$ cat config.mk
export PLATFORM = sky130hd
export DESIGN_NAME = emcll_front
export DESIGN_NICKNAME = d
export VERILOG_FILES = /design/src/rtl/core/emcll_pkg.sv /design/src/rtl/core/emcll_front.sv
export SDC_FILE = /design/constraint.sdc
export NUM_CORES = 1
export LEC_CHECK = 0
export ABC_AREA = 1
export ABC_CLOCK_PERIOD_IN_PS = 6400
export BUFFER_PORTS_ARGS = -buffer_cell sky130_fd_sc_hd__clkbuf_2
export CAP_MARGIN = 20
export CORE_UTILIZATION = 55
export CTS_CLUSTER_SIZE = 30
export DETAILED_ROUTE_END_ITERATION = 6
export PLACE_DENSITY = 0.76
export SYNTH_ARGS = -nofsm -noshare
export SYNTH_HDL_FRONTEND = slang
export SYNTH_SLANG_ARGS = --single-unit
$ cat constraint.sdc
create_clock -name clk -period 6.4 [get_ports clk]
set_clock_uncertainty 0.15 [all_clocks]
set_input_delay 1.28 -clock clk [delete_from_list [all_inputs] [get_ports clk]]
set_output_delay 1.28 -clock clk [all_outputs]
set_load 0.01 [all_outputs]
$ cat src/rtl/core/emcll_pkg.sv
`default_nettype none

package emcll_pkg;

  // default configuration of the block
  localparam int FREQ_WIDTH_DEF   = 35;
  localparam int DB_FRAC_BITS_DEF = 8;

  // fixed widths of the datapath
  localparam int FRAC_STEPS = 24;      // fraction bits of log2 from squaring
  localparam int M_W        = 31;      // normalized mantissa, Q1.30
  localparam int A_W        = 30;      // segment slope, signed Q.24
  localparam int X0_W       = 4;       // segment origin, whole decades
  localparam int B_W        = 32;      // segment offset, unsigned Q.24
  localparam int V_W        = 64;      // level before rounding, signed Q.48
  localparam int Q_POINT    = 48;      // fraction bits of that level
  localparam int OUT_W      = 17;      // limit_db width
  localparam int OUT_TDATA_W = ((OUT_W + 7) / 8) * 8;
  localparam int OUT_MAX    = 65535;
  localparam int OUT_MIN    = -65536;

  // curve selector codes
  localparam logic [1:0] KIND_CS114 = 2'd0;
  localparam logic [1:0] KIND_RE102 = 2'd1;
  localparam logic [1:0] KIND_CE102 = 2'd2;

  // re102 platform codes, the remaining code falls back to the original curve
  localparam logic [1:0] PLAT_HELI     = 2'd0;
  localparam logic [1:0] PLAT_LARGE    = 2'd1;
  localparam logic [1:0] PLAT_ORIGINAL = 2'd2;

  // fixed point constants
  localparam longint ONE_Q24 = 64'sd16777216;
  localparam logic [30:0] LOG10_2_Q32 = 31'd1292913987;
  localparam longint SLOPE_HELI_LOW =
    (64'sd15645167628 * ONE_Q24 + 64'sd500000000) / 64'sd1000000000;
  localparam longint SLOPE_HIGH =
    (64'sd19953242857 * ONE_Q24 + 64'sd500000000) / 64'sd1000000000;
  localparam longint SLOPE_CE102 =
    (64'sd20012124942 * ONE_Q24 + 64'sd500000000) / 64'sd1000000000;
  localparam longint CS114_HIGH_SLOPE = (64'sd971 * ONE_Q24 + 64'sd50) / 64'sd100;
  localparam longint CS114_HIGH_BASE  = (64'sd13247 * ONE_Q24 + 64'sd50) / 64'sd100;

  // frequency break points in hertz
  localparam logic [63:0] F_10K  = 64'd10000;
  localparam logic [63:0] F_500K = 64'd500000;
  localparam logic [63:0] F_1M   = 64'd1000000;
  localparam logic [63:0] F_2M   = 64'd2000000;
  localparam logic [63:0] F_30M  = 64'd30000000;
  localparam logic [63:0] F_100M = 64'd100000000;
  localparam logic [63:0] F_18G  = 64'd18000000000;

  // curve segment selected for one item
  typedef enum logic [3:0] {
    SEG_ZERO       = 4'd0,
    SEG_FLAT_24    = 4'd1,
    SEG_FLAT_34    = 4'd2,
    SEG_FLAT_44    = 4'd3,
    SEG_FLAT_60    = 4'd4,
    SEG_FLAT_69    = 4'd5,
    SEG_FLAT_79    = 4'd6,
    SEG_FLAT_89    = 4'd7,
    SEG_CS_LOW     = 4'd8,
    SEG_CS_HIGH    = 4'd9,
    SEG_HELI_LOW   = 4'd10,
    SEG_RE_HIGH_24 = 4'd11,
    SEG_RE_HIGH_34 = 4'd12,
    SEG_RE_HIGH_44 = 4'd13,
    SEG_CE_LOW     = 4'd14
  } seg_t;

  // control traveling with each pipeline stage
  typedef struct packed {
    logic valid;
    seg_t seg;
  } ctrl_t;

  // level = a * (lg - x0) + b, a and b in Q.24, x0 in whole decades
  typedef struct packed {
    logic signed [A_W-1:0] a;
    logic [X0_W-1:0]       x0;
    logic [B_W-1:0]        b;
  } seg_param_t;

  function automatic seg_param_t seg_param(input seg_t s);
    seg_param_t p;
    p.a  = '0;
    p.x0 = '0;
    p.b  = '0;
    case (s)
      SEG_FLAT_24: begin
        p.b = B_W'(64'sd24 * ONE_Q24);
      end
      SEG_FLAT_34: begin
        p.b = B_W'(64'sd34 * ONE_Q24);
      end
      SEG_FLAT_44: begin
        p.b = B_W'(64'sd44 * ONE_Q24);
      end
      SEG_FLAT_60: begin
        p.b = B_W'(64'sd60 * ONE_Q24);
      end
      SEG_FLAT_69: begin
        p.b = B_W'(64'sd69 * ONE_Q24);
      end
      SEG_FLAT_79: begin
        p.b = B_W'(64'sd79 * ONE_Q24);
      end
      SEG_FLAT_89: begin
        p.b = B_W'(64'sd89 * ONE_Q24);
      end
      SEG_CS_LOW: begin
        p.a  = A_W'(64'sd20 * ONE_Q24);
        p.x0 = X0_W'(3);
        p.b  = B_W'(64'sd29 * ONE_Q24);
      end
      SEG_CS_HIGH: begin
        p.a  = A_W'(-CS114_HIGH_SLOPE);
        p.x0 = X0_W'(3);
        p.b  = B_W'(CS114_HIGH_BASE);
      end
      SEG_HELI_LOW: begin
        p.a  = A_W'(-SLOPE_HELI_LOW);
        p.x0 = X0_W'(4);
        p.b  = B_W'(64'sd60 * ONE_Q24);
      end
      SEG_RE_HIGH_24: begin
        p.a  = A_W'(SLOPE_HIGH);
        p.x0 = X0_W'(8);
        p.b  = B_W'(64'sd24 * ONE_Q24);
      end
      SEG_RE_HIGH_34: begin
        p.a  = A_W'(SLOPE_HIGH);
        p.x0 = X0_W'(8);
        p.b  = B_W'(64'sd34 * ONE_Q24);
      end
      SEG_RE_HIGH_44: begin
        p.a  = A_W'(SLOPE_HIGH);
        p.x0 = X0_W'(8);
        p.b  = B_W'(64'sd44 * ONE_Q24);
      end
      SEG_CE_LOW: begin
        p.a  = A_W'(-SLOPE_CE102);
        p.x0 = X0_W'(4);
        p.b  = B_W'(64'sd94 * ONE_Q24);
      end
      default: begin
        p.b = '0;
      end
    endcase
    return p;
  endfunction

endpackage

`default_nettype wire

$ cat src/rtl/core/emcll_front.sv
`default_nettype none

module emcll_front #(
  parameter int FREQ_WIDTH = emcll_pkg::FREQ_WIDTH_DEF,
  parameter int POS_W      = $clog2(FREQ_WIDTH)
) (
  input  wire logic                       clk,
  input  wire logic                       rst,
  input  wire logic                       en,
  input  wire logic                       in_valid,
  input  wire logic [1:0]                 kind,
  input  wire logic [FREQ_WIDTH-1:0]      freq_hz,
  input  wire logic [1:0]                 platform,
  output emcll_pkg::ctrl_t                ctrl_o,
  output logic [POS_W-1:0]                pos_o,
  output logic [emcll_pkg::M_W-1:0]       m_o
);

  emcll_pkg::seg_t         seg_sel;
  logic [FREQ_WIDTH-1:0]   fz;
  logic [63:0]             f64;
  logic [POS_W-1:0]        pos_sel;

  // stage one registers
  emcll_pkg::ctrl_t        ctrl1;
  logic [FREQ_WIDTH-1:0]   f1;
  logic [POS_W-1:0]        pos1;

  // normalization
  logic [POS_W-1:0]        shamt;
  logic [FREQ_WIDTH-1:0]   norm;
  logic [FREQ_WIDTH+emcll_pkg::M_W-1:0] norm_ext;

  // zero frequency counts as 1 Hz
  assign fz  = (freq_hz == '0) ? FREQ_WIDTH'(1) : freq_hz;
  assign f64 = 64'(fz);

  // leading one position
  always_comb begin
    pos_sel = '0;
    for (int i = 0; i < FREQ_WIDTH; i++) begin
      if (fz[i]) begin
        pos_sel = POS_W'(i);
      end
    end
  end

  // pick the curve segment from the break points
  always_comb begin
    seg_sel = emcll_pkg::SEG_ZERO;
    case (kind)
      emcll_pkg::KIND_CS114: begin
        if (f64 < emcll_pkg::F_1M) begin
          seg_sel = emcll_pkg::SEG_CS_LOW;
        end else if (f64 <= emcll_pkg::F_30M) begin
          seg_sel = emcll_pkg::SEG_FLAT_89;
        end else begin
          seg_sel = emcll_pkg::SEG_CS_HIGH;
        end
      end
      emcll_pkg::KIND_RE102: begin
        case (platform)
          emcll_pkg::PLAT_HELI: begin
            if (f64 <= emcll_pkg::F_10K) begin
              seg_sel = emcll_pkg::SEG_FLAT_60;
            end else if (f64 < emcll_pkg::F_2M) begin
              seg_sel = emcll_pkg::SEG_HELI_LOW;
            end else if (f64 <= emcll_pkg::F_100M) begin
              seg_sel = emcll_pkg::SEG_FLAT_24;
            end else if (f64 >= emcll_pkg::F_18G) begin
              seg_sel = emcll_pkg::SEG_FLAT_69;
            end else begin
              seg_sel = emcll_pkg::SEG_RE_HIGH_24;
            end
          end
          emcll_pkg::PLAT_LARGE: begin
            if (f64 <= emcll_pkg::F_100M) begin
              seg_sel = emcll_pkg::SEG_FLAT_44;
            end else if (f64 >= emcll_pkg::F_18G) begin
              seg_sel = emcll_pkg::SEG_FLAT_89;
            end else begin
              seg_sel = emcll_pkg::SEG_RE_HIGH_44;
            end
          end
          default: begin
            if (f64 <= emcll_pkg::F_100M) begin
              seg_sel = emcll_pkg::SEG_FLAT_34;
            end else if (f64 >= emcll_pkg::F_18G) begin
              seg_sel = emcll_pkg::SEG_FLAT_79;
            end else begin
              seg_sel = emcll_pkg::SEG_RE_HIGH_34;
            end
          end
        endcase
      end
      emcll_pkg::KIND_CE102: begin
        if (f64 >= emcll_pkg::F_500K) begin
          seg_sel = emcll_pkg::SEG_FLAT_60;
        end else begin
          seg_sel = emcll_pkg::SEG_CE_LOW;
        end
      end
      default: begin
        seg_sel = emcll_pkg::SEG_ZERO;
      end
    endcase
  end

  // stage one: segment, frequency, leading one
  always_ff @(posedge clk) begin
    if (rst) begin
      ctrl1.valid <= 1'b0;
    end else if (en) begin
      ctrl1.valid <= in_valid;
    end
  end

  always_ff @(posedge clk) begin
    if (en) begin
      ctrl1.seg <= seg_sel;
      f1        <= fz;
      pos1      <= pos_sel;
    end
  end

  // bring the leading one to the top, keep the upper 31 bits (Q1.30)
  assign shamt    = POS_W'(FREQ_WIDTH - 1) - pos1;
  assign norm     = f1 << shamt;
  assign norm_ext = {norm, {emcll_pkg::M_W{1'b0}}};

  // stage two: normalized mantissa
  always_ff @(posedge clk) begin
    if (rst) begin
      ctrl_o.valid <= 1'b0;
    end else if (en) begin
      ctrl_o.valid <= ctrl1.valid;
    end
  end

  always_ff @(posedge clk) begin
    if (en) begin
      ctrl_o.seg <= ctrl1.seg;
      pos_o      <= pos1;
      m_o        <= norm_ext[FREQ_WIDTH+emcll_pkg::M_W-1 -: emcll_pkg::M_W];
    end
  end

endmodule

`default_nettype wire

-- After elaboration in Yosys (flattened, before gate mapping)
Index checks and enable logic that the tools add are counted.
- $lt $le $gt $ge: 7
- mux-type cells: 47
- add/subtract/negate cells: 1
- shift-type cells: 1
- reductions and logical operators: 4
- eq/ne operators: 3
- operators by type and width (cell ; count):
    6-bit two-way mux ; 30
    4-bit two-way mux ; 11
    35-bit by 19-bit >= comparator with 1-bit output, second input constant ; 1
    35-bit >= comparator, second input constant ; 1
    35-bit by 14-bit less-or-equal comparator with 1-bit output, second input constant ; 1
    35-bit by 25-bit less-or-equal comparator with 1-bit output, second input constant ; 1
    35-bit by 27-bit less-or-equal comparator with 1-bit output, second input constant ; 1
    35-bit logical NOT ; 1
    35-bit by 20-bit less-than comparator with 1-bit output, second input constant ; 1
    35-bit by 21-bit less-than comparator with 1-bit output, second input constant ; 1
    35-bit two-way mux ; 1
    35-bit by 6-bit left shift with 35-bit output ; 1
    4-bit one-hot mux with 3 select lines ; 1
    4-bit one-hot mux with 2 select lines ; 1
    6-bit subtractor, first input constant ; 1
    2-bit by 1-bit equality test with 1-bit output, second input constant ; 2
    2-bit logical NOT ; 2
    2-bit two-way mux ; 2
    3-bit OR reduction ; 1
    2-bit equality test, second input constant ; 1
    1-bit two-way mux ; 1
- output and inout bits: 42
- register bits after elaboration: 88
- word-level logic and storage cells: 72

-- Logic depth before layout (Yosys ltp)
Gate-level depths: netlist (run 1).
- depth after elaboration: 35
- depth in mapped cells: 31
- depth with buffers taken out: 31

-- Worst setup path after synthesis (run 1)
No wires, ideal clock.
- kind: input-to-reg
- start: input freq_hz[14]
- end: register ctrl1[1] in the netlist's numbering (data pin)
- data arrival time: 2.724 ns
- slack: 3.274 ns
- stages on the path: 14
- library setup time: 0.252 ns
- path through: buf_2 -> nor2_1 -> nand3_2 -> o41ai_4 -> nor2_2 -> and3_1 -> nand4_2 -> a41oi_2 -> inv_2 -> nand2_2 -> nand2_1 -> nand2_1 -> nand2_1 -> nand2_1
- word-level cells in the longest chain between the ends: 9
- RTL lines (element ; line ; RTL):
    start, declared ; emcll_front.sv:12 ; input wire logic [FREQ_WIDTH-1:0] freq_hz,
    35-bit logical NOT (*) ; emcll_front.sv:35 ; assign fz = (freq_hz == '0) ? FREQ_WIDTH'(1) : freq_hz;
    35-bit two-way mux (*) ; emcll_front.sv:35 ;
    named net fz[0] ; emcll_front.sv:20 ; logic [FREQ_WIDTH-1:0] fz;
    35-bit >= comparator ; emcll_front.sv:70, emcll_front.sv:79, emcll_front.sv:88 ;
    4-bit two-way mux ; emcll_front.sv:70 ; end else if (f64 >= emcll_pkg::F_18G) begin
    4-bit two-way mux ; emcll_front.sv:68 ; end else if (f64 <= emcll_pkg::F_100M) begin
    4-bit two-way mux ; emcll_front.sv:66 ; end else if (f64 < emcll_pkg::F_2M) begin
    4-bit two-way mux ; emcll_front.sv:64 ; if (f64 <= emcll_pkg::F_10K) begin
    4-bit one-hot mux with 2 select lines ; emcll_front.sv:62 ; case (platform)
    4-bit one-hot mux with 3 select lines (*) ; emcll_front.sv:51 ; case (kind)
    end, declared ; emcll_front.sv:25 ; emcll_pkg::ctrl_t ctrl1;
The timed path passes the listed nets; every way through them passes the cells marked *.
A chain may end at the register's enable or synchronous reset.

-- Worst setup path in the final report (run 1)
- start: register pos1[0]
- end: register m_o[27] in the netlist's numbering (data pin)
- word-level cells in the longest chain between the ends: 2
- RTL lines (element ; line ; RTL):
    start, declared ; emcll_front.sv:27 ; logic [POS_W-1:0] pos1;
    start signal, assigned ; emcll_front.sv:122 ; pos1 <= pos_sel;
    6-bit subtractor ; emcll_front.sv:127 ; assign shamt = POS_W'(FREQ_WIDTH - 1) - pos1;
    35-bit by 6-bit left shift with 35-bit output ; emcll_front.sv:128 ; assign norm = f1 << shamt;
    end signal, assigned ; emcll_front.sv:144 ; m_o <= norm_ext[FREQ_WIDTH+emcll_pkg::M_W-1 -: emcll_pkg::M_W];
    end, declared ; emcll_front.sv:16 ; output logic [emcll_pkg::M_W-1:0] m_o
No other way between the ends.

==> summary.txt, run 1 <==
Status
  • Status: completed

Timing
  • Hold Slack: between 0.2 and 0.3 ns
  • Max Fclk: approximately 280 MHz
  • Final Critical Period: about 3.6 ns
  • Pins over their slew limit: 0
  • Final setup violation count: 0
  • Worst Tran Pin Value: 1.05 ns
  • Setup TNS: 0 ns
  • Max_slew headroom: between 30% and 40%
  • Final period utilization: 55.5%
  • Final hold vios: 0
  • Final worst setup slack: about 2.8 ns
  • Unrepaired setup endpoints after global routing: no

CTS
  • Hold-fix buffers at CTS: 0
  • Clk sink count: 88
  • Total CTS buffers: 9
  • Cts repair resizes: 0
  • Max Root-Sink Buffers: 2
  • Worst skew pair latency: approximately 0.38 ns
  • H-tree Lvls: 3
  • CTS tree: built
  • Post-CTS setup buffer count: 0
  • CTS clk-pin slew, worst paths: roughly 0.10 ns
  • CTS root buf: clkbuf_8

Synthesis
  • Sequential area share after synthesis: 45.8%
  • Synth cell types: 47
  • Ys flop type: edfxtp_1
  • Cells after Synth: 763
  • Mean area per synthesized cell: 7.51 sq um
  • Flops & latches, synth: slightly below 90
  • Yosys warnings: 0
  • Post-synthesis instance area: 5730 sq um
  • Synth Net Count: a little over 800
  • Synth async-reset ratio: 0%
  • EDFF count, synth: 86

Final layout
  • Nets: roughly 840
  • Diodes inserted: 0
  • Most frequent cells in the layout: nand2_1, o21ai_0, edfxtp_1
  • Multi-input combinational cell area: between 2000 and 3000 sq um
  • Layout fillers: between 800 and 900
  • Area Growth Syn to Fin: 9.28%
  • Design Area, Final: between 6000 and 7000 sq um
  • Most common cell after layout, fill and taps aside: nand2_1
  • Layout cell share with drive strength beyond 1: 17.3%
  • Storage cell area: around 2600 sq um

Die
  • Area of the core: around 10000 sq um
  • Full die area: roughly 11000 sq um
  • Die X: 104 microns
  • Initial Util: 57.6%
  • Die Y: 104 microns
  • Core Rows: 36
  • I/O pins: 85

GRT
  • Vias in the first global route: approximately 4800
  • GRT Total Usage: around a quarter
  • Largest net degree at the start of global routing: 90
  • First-pass GRT wire length: 22.6 mm
  • Initial antenna violation count: 0
  • Gr ovfl total: 0

Placement
  • Port Buffers: 84
  • Placer Congestion: a little over 0.9
  • Dpl cell area: between 6000 and 7000 sq um
  • Dpl ws: about 2.7 ns
  • DP Wirelength: about 11 mm

Worst setup path
  • Required time of the critical path: 6.43 ns
  • Setup CP Type: register to register
  • Critical path startpoint category: register
  • WP data arrival: 3.59 ns
  • CP Capture Type: register
  • Crit-path max FO: 27

Pwr
  • PwrDens: 238 nW/um^2
  • P_leak: ~2.7 nW
  • Worst vdd ir: 0.123 mV

Min path
  • HP Class: register to register

Detailed routing
  • DRT Wirelength: around 13 mm
  • Drt wl/cell: approximately 14 microns
  • Vias per inst: ~5.6
  • Vias: approximately 5200
  • DRC viols: 0
  • Routed Antenna Nets: 0
  • DRT Pass-1 Iters: 5
  • DR iter-0 viols: about 280

Job
  • Max_cap viols: 0
==> through the flow <==
stage | util (%) | power (mW) | cells
floorplan | - | 1.02 | 763
global placement | 61.1 | 1.14 | 917
detailed placement | 61.1 | 1.14 | 917
CTS | 62.9 | 1.49 | 933
global route | 62.9 | 1.58 | 933
finish | 62.9 | 1.49 | 933
==> state kept, by name, indices dropped and copies added, names as in the netlist <==
register,cells
ctrl1,5
ctrl_o,5
f1,35
m_o,31
pos1,6
pos_o,6
==> metal layers <==
metal	vias to the layer above	wire length, microns	global-route usage [%]
met5	-	0	0
met4	0	443	12.3
met3	29	643	3.57
met2	198	6620	46.1
met1	2384	5720	32.0
li1	2616	-	-
==> worst paths after layout <==
path | from | to | slack (ns) | cells past startpoint
max | pos1[0]$_SDFFCE_PP0P_ | m_o[27]$_SDFFCE_PN0P_ | 2.85 | 9
min | ctrl1[1]$_SDFFCE_PN0P_ | ctrl_o[1]$_DFFE_PP_ | 0.28 | 0
max reg2reg | pos1[0]$_SDFFCE_PP0P_ | m_o[27]$_SDFFCE_PN0P_ | 2.85 | 9
min reg2reg | ctrl1[1]$_SDFFCE_PN0P_ | ctrl_o[1]$_DFFE_PP_ | 0.28 | 0
==> logic make-up (layout without fill, tap and decap cells) <==
kind of cell             Yosys count  count (layout)  synth area share [%]
flip-flops                        88              88                  45.8
adder cells (fa/ha/maj)            1               1                 0.218
AO/OA/AOI/OAI                    151             151                  15.4
buffers and inverters            143             180                  9.63
AND/OR/NAND/NOR                  376             376                  28.3
XOR/XNOR                           2               2                 0.306
multiplexers                       2               2                 0.349
==> cells in the mapped netlist (all sizes together), types with 6 or more instances <==
| cell | count | area [sq um] |
|---|---|---|
| nand2 | 233 | 897 |
| nand3 | 43 | 220 |
| edfxtp | 86 | 2580 |
| o211ai | 8 | 60.1 |
| nor3 | 8 | 40.0 |
| a21oi | 21 | 105 |
| nor2 | 72 | 335 |
| buf | 6 | 36.3 |
| inv | 72 | 270 |
| o21ai | 93 | 465 |
| clkbuf | 61 | 229 |
| nand4 | 9 | 62.6 |
| nor4 | 8 | 50.1 |
==> power breakdown <==
group	leakage, nW	total (mW)	switching (mW)	internal [mW]
Sequential	0.878	0.719	0.0212	0.698
Combinational	1.78	0.417	0.289	0.128
Clock	0.0843	0.353	0.206	0.146
Total	2.75	1.49	0.517	0.972
==> critical path, stage by stage, from the launching register on <==
cell,delay [ns]
edfxtp_1,0.61
buf_4,0.32
a21oi_1,0.20
nand2_1,0.08
nor2_1,0.12
xnor2_1,0.16
inv_1,0.13
nor2_1,0.53
clkinv_1,0.62
o32ai_1,0.44
==> final cells by class <==
class                      instances  share of cell area [%]
clock buffer                      10                    2.04
clock inverter                     6                   0.799
inverter                          76                    4.58
multi-input combinational        532                    40.8
sequential                        88                    41.9
tap                              133                    2.66
timing repair buffer              88                    7.23
Power figures use the tool's default switching activity.
==> run 2: changes to the inputs <==
- ABC_CLOCK_PERIOD_IN_PS: 6400 -> 3010
- CORE_UTILIZATION: 55 -> 52
- clock period: 6.4 -> 3.01 ns (I/O delays scaled with it)
==> run 2 against run 1 <==
Core utilization is 1.9 points lower. Register-to-register slack worse by 2.5 ns. Critical endpoint is now m_o[26]$_SDFFCE_PN0P_. Cell area is 2.4% higher. Cell count is 2.3% higher. First-iteration DRC count is 3.5% higher. Global-route usage is 0.070 points higher. Wire length is 7.8% higher.
==> summary.txt, run 2 (synthesized netlist as in run 1, its figures left out) <==
Placement
  • Dpl cell area: slightly above 6000 sq um
  • Placer Congestion: 1.01
  • Port Buffers: 84
  • Dpl ws: -0.0695 ns
  • Placed Cells: between 900 and 1000
  • DP Wirelength: 11.6 mm

Worst setup path
  • CP Capture Type: register
  • Slowest-stage cell, CP: edfxtp_1
  • Required time of the critical path: 2.95 ns
  • Most frequent CP cell: o21ai_0
  • Critical path startpoint category: register
  • CP cell instances: ha_1, buf_4, nand3_1, o21ai_0, inv_1, o21ai_0, nand2_1, o211ai_1, o21ai_0
  • Delay-heaviest family, CP: compound AO/OA/AOI/OAI gates
  • Setup CP Type: register to register
  • Max stage delay on crit path: 0.54 ns
  • Crit-path max FO: 39
  • WP data arrival: roughly 2.7 ns
  • Buf/Inv on CP: 2

Die
  • I/O pins: 85
  • Die Y: roughly 110 microns
  • Area of the core: 10500 sq um
  • Initial Util: 54.5%
  • Full die area: about 11000 sq um
  • Core Rows: 37
  • Die X: 107 microns

Timing
  • Final worst setup slack: roughly 0.30 ns
  • Final period utilization: ~90%
  • Setup TNS: 0 ns
  • Final Critical Period: 2.71 ns
  • Max_slew headroom: a little under 60%
  • Unrepaired setup endpoints after global routing: no
  • Final hold vios: 0
  • Hold Slack: around 0.25 ns
  • Pins over their slew limit: 0
  • Max Fclk: ~370 MHz
  • Worst Tran Pin Value: about 0.62 ns
  • Final setup violation count: 0

Job
  • Max_cap viols: 0

CTS
  • Cts repair resizes: 0
  • Max Root-Sink Buffers: 2
  • Hold-fix buffers at CTS: 0
  • CTS root buf: clkbuf_8
  • Post-CTS setup buffer count: 0
  • Worst skew pair latency: between 0.3 and 0.4 ns
  • CTS tree: built
  • Total CTS buffers: 9
  • CTS clk-pin slew, worst paths: approximately 0.09 ns
  • H-tree Lvls: 3
  • Clk sink count: 88

Final layout
  • Final std cells w/o fill: ~950
  • Area Growth Syn to Fin: 11.9%
  • Largest Register: f1
  • Nets: ~860
  • Most frequent cells in the layout: nand2_1, o21ai_0, edfxtp_1
  • Layout cell share with drive strength beyond 1: approximately a fifth
  • Diodes inserted: 0
  • Layout fillers: 983
  • Largest regs: f1 x35, m_o x31
  • Final core utilization: 61.0%
  • Storage cell area: roughly 2600 sq um
  • Max reg flops: 35
  • Multi-input combinational cell area: between 2000 and 3000 sq um
  • Most common cell after layout, fill and taps aside: nand2_1
  • Design Area, Final: 6410 sq um

Pwr
  • P_leak: about 2.8 nW
  • Power after layout: 3.22 mW
  • PwrDens: about 500 nW/um^2
  • Worst vdd ir: around 0.22 mV

Detailed routing
  • DRT Pass-1 Iters: 7
  • DR iter-0 viols: between 200 and 300
  • Vias per inst: 5.57
  • Routed Antenna Nets: 0
  • DRC viols: 0
  • DRT Wirelength: between 10 and 15 mm
  • Drt wl/cell: between 15 and 20 microns
  • Vias: roughly 5300

GRT
  • Vias in the first global route: 4910
  • GRT Total Usage: 26.4%
  • Largest net degree at the start of global routing: between 40 and 50
  • Initial antenna violation count: 0
  • Gr ovfl total: 0
  • First-pass GRT wire length: 23.1 mm

Min path
  • HP Class: input pin to register

Status
  • Status: completed
run 2: changes by cell type in the layout (fill, tap and decap cells not counted), sizes merged:
cell,delta
clkbuf,-1
clkinv,+2
buf,+18
inv,-1
run 2: final timing paths:
kind | start | to | slack [ns] | cells after the start
worst max-delay path | pos1[0]$_SDFFCE_PP0P_ | m_o[26]$_SDFFCE_PN0P_ | 0.30 | 9
worst max register to register | pos1[0]$_SDFFCE_PP0P_ | m_o[26]$_SDFFCE_PN0P_ | 0.30 | 9
worst min-delay path | rst | ctrl1[4]$_SDFFE_PP0P_ | 0.25 | 2
worst min register to register | ctrl1[0]$_SDFFCE_PN0P_ | ctrl_o[0]$_DFFE_PP_ | 0.28 | 0
run 2: routing by layer:
| layer | vias to the layer above | global-route usage, % | share of wire, % |
|---|---|---|---|
| li1 | 2643 | - | - |
| met1 | 2374 | 31.9 | 41 |
| met2 | 247 | 44.1 | 47 |
| met3 | 48 | 2.92 | 6.0 |
| met4 | 0 | 18.5 | 5.6 |
| met5 | - | 0 | 0 |
run 2: cell type report:
class / instances / share of cell area [%]
clock buffer: 9 / 1.93
clock inverter: 7 / 0.858
inverter: 76 / 4.47
multi-input combinational: 532 / 39.8
sequential: 88 / 40.9
tap: 136 / 2.65
timing repair buffer: 106 / 9.36
run 2: report_power, final:
group	internal, mW	switching [mW]	total, mW
logic	0.302	0.632	0.935
registers	1.48	0.0447	1.53
clock network	0.308	0.447	0.756
total	2.09	1.12	3.22
==> run 3: changes to the inputs <==
- PLACE_DENSITY: 0.76 -> 0.82
==> run 3 against run 2 <==
Sequential power barely moved. Highest routed layer unchanged. Combinational power barely moved. Core utilization fell by 0.17 points. Clock-buffer cell count did not move. Hold slack improved by 0.016 ns. Setup slack got worse by 0.092 ns. Cell count fell by 0.21%. Critical path depth rose by 2. Register-to-register slack got worse by 0.06 ns. Via count fell by 0.13%. Clock power fell by 4.6%.
==> summary.txt, run 3 (synthesized netlist as in run 1, its figures left out) <==
Status
  • Status: completed

CTS
  • CTS tree: built
  • Clk sink count: ~90
  • H-tree Lvls: 3
  • Cts repair resizes: 0
  • Post-CTS setup buffer count: 0
  • CTS root buf: clkbuf_8
  • Total CTS buffers: 9
  • Max Root-Sink Buffers: 2
  • Hold-fix buffers at CTS: 0
  • Worst skew pair latency: 0.37 ns
  • CTS clk-pin slew, worst paths: around 0.10 ns

GRT
  • Largest net degree at the start of global routing: 54
  • First-pass GRT wire length: ~23 mm
  • Initial antenna violation count: 0
  • GRT Total Usage: roughly a quarter
  • Vias in the first global route: a little under 5000
  • Gr ovfl total: 0

Final layout
  • Design Area, Final: roughly 6400 sq um
  • Largest Register: f1
  • Max reg flops: 35
  • Final std cells w/o fill: ~950
  • Nets: roughly 860
  • Largest regs: f1 x35, m_o x31
  • Most frequent cells in the layout: nand2_1, o21ai_0, edfxtp_1
  • Layout cell share with drive strength beyond 1: about a fifth
  • Diodes inserted: 0
  • Area Growth Syn to Fin: 11.6%
  • Layout fillers: roughly 950
  • Most common cell after layout, fill and taps aside: nand2_1

Timing
  • Final hold vios: 0
  • Final period utilization: a little over 90%
  • Final Critical Period: ~2.8 ns
  • Max_slew headroom: roughly 57%
  • Final worst setup slack: ~0.21 ns
  • Final setup violation count: 0
  • Pins over their slew limit: 0
  • Worst Tran Pin Value: around 0.64 ns
  • Unrepaired setup endpoints after global routing: no
  • Max Fclk: 357 MHz
  • Hold Slack: ~0.26 ns

Die
  • Initial Util: a little over half
  • Core Rows: 37
  • Full die area: 11400 sq um
  • Die Y: 107 microns
  • Die X: roughly 110 microns
  • I/O pins: 85
  • Area of the core: between 10000 and 15000 sq um

Detailed routing
  • Drt wl/cell: ~15 microns
  • DRC viols: 0
  • Vias: roughly 5300
  • Routed Antenna Nets: 0
  • DR iter-0 viols: ~270
  • Vias per inst: ~5.6
  • DRT Wirelength: 14.2 mm
  • DRT Pass-1 Iters: 5

Min path
  • HP Class: input pin to register
  • WHS Path Cells: 2

Placement
  • Placer Congestion: around 0.93
  • Port Buffers: 84
  • Dpl ws: -0.132 ns
  • Placed Cells: approximately 940
  • Dpl cell area: 6220 sq um
  • DP Wirelength: between 10 and 15 mm

Worst setup path
  • Required time of the critical path: around 3 ns
  • Delay-heaviest family, CP: simple AND/OR/NAND/NOR gates
  • CP cell instances: clkbuf_2, nor2_2, nand2_2, nor2_1, nand4_1, clkinv_1, nand4_1, o41ai_1, nand2_1, nand4_1, nand2_1
  • Most frequent CP cell: nand4_1
  • Slowest-stage cell, CP: o41ai_1
  • R2R cell count: 6
  • Number of stages on the worst setup path: 11
  • Buf/Inv on CP: 2
  • CP Capture Type: register
  • Max stage delay on crit path: ~0.68 ns
  • WP data arrival: around 2.8 ns
  • Crit-path max FO: 6
  • Critical path startpoint category: input pin
  • Setup CP Type: input pin to register

Pwr
  • PwrDens: between 400 and 500 nW/um^2
  • Power after layout: between 3 and 4 mW
  • Worst vdd ir: just under 0.3 mV
  • P_leak: approximately 2.8 nW

Job
  • Max_cap viols: 0
==> run 3: cell types whose count changed in the layout (fill, tap and decap cells not counted) <==
| cell | before | now |
|---|---|---|
| inv_1 | 68 | 67 |
| clkinv_4 | 1 | 2 |
| clkinv_1 | 3 | 4 |
| clkinvlp_4 | 2 | 4 |
| inv_6 | 3 | 0 |
| buf_4 | 22 | 20 |
==> run 3: stage by stage <==
step | util, % | TNS (ns)
6_report | 60.9 | 0
5_1_grt | 60.9 | 0
4_1_cts | 60.8 | 0
3_5_place_dp | 59.2 | -0.266
3_3_place_gp | 59.2 | -0.153
2_1_floorplan | - | 0
==> run 3: worst paths after layout <==
kind | start | end | slack [ns]
worst max-delay path | freq_hz[32] | ctrl1[3]$_SDFFCE_PN0P_ | 0.21
worst min-delay path | rst | ctrl_o[4]$_SDFFE_PP0P_ | 0.26
worst max register to register | pos1[0]$_SDFFCE_PP0P_ | m_o[24]$_SDFFCE_PN0P_ | 0.24
worst min register to register | ctrl1[0]$_SDFFCE_PN0P_ | ctrl_o[0]$_DFFE_PP_ | 0.28
==> run 3: metal layers <==
metal  routed length (microns)  GRT usage [%]  share of wire [%]
met3                       903           4.19                6.3
met4                       614           15.5                4.3
met1                      5860           30.9                 41
met2                      6850           43.4                 48
met5                         0              0                  0
==> run 3: area by class of cell <==
| type | count | area, sq um | area share (%) |
|---|---|---|---|
| Inverter | 76 | 290 | 4.54 |
| Clock inverter | 7 | 48.8 | 0.763 |
| Clock buffer | 9 | 124 | 1.94 |
| Multi-Input combinational cell | 532 | 2550 | 39.9 |
| Tap cell | 136 | 170 | 2.66 |
| Sequential cell | 88 | 2620 | 41.0 |
| Timing Repair Buffer | 104 | 586 | 9.15 |
==> run 3: power breakdown <==
group	switching, mW	internal (mW)
registers	0.0426	1.48
logic	0.633	0.300
clock network	0.423	0.298
total	1.10	2.08
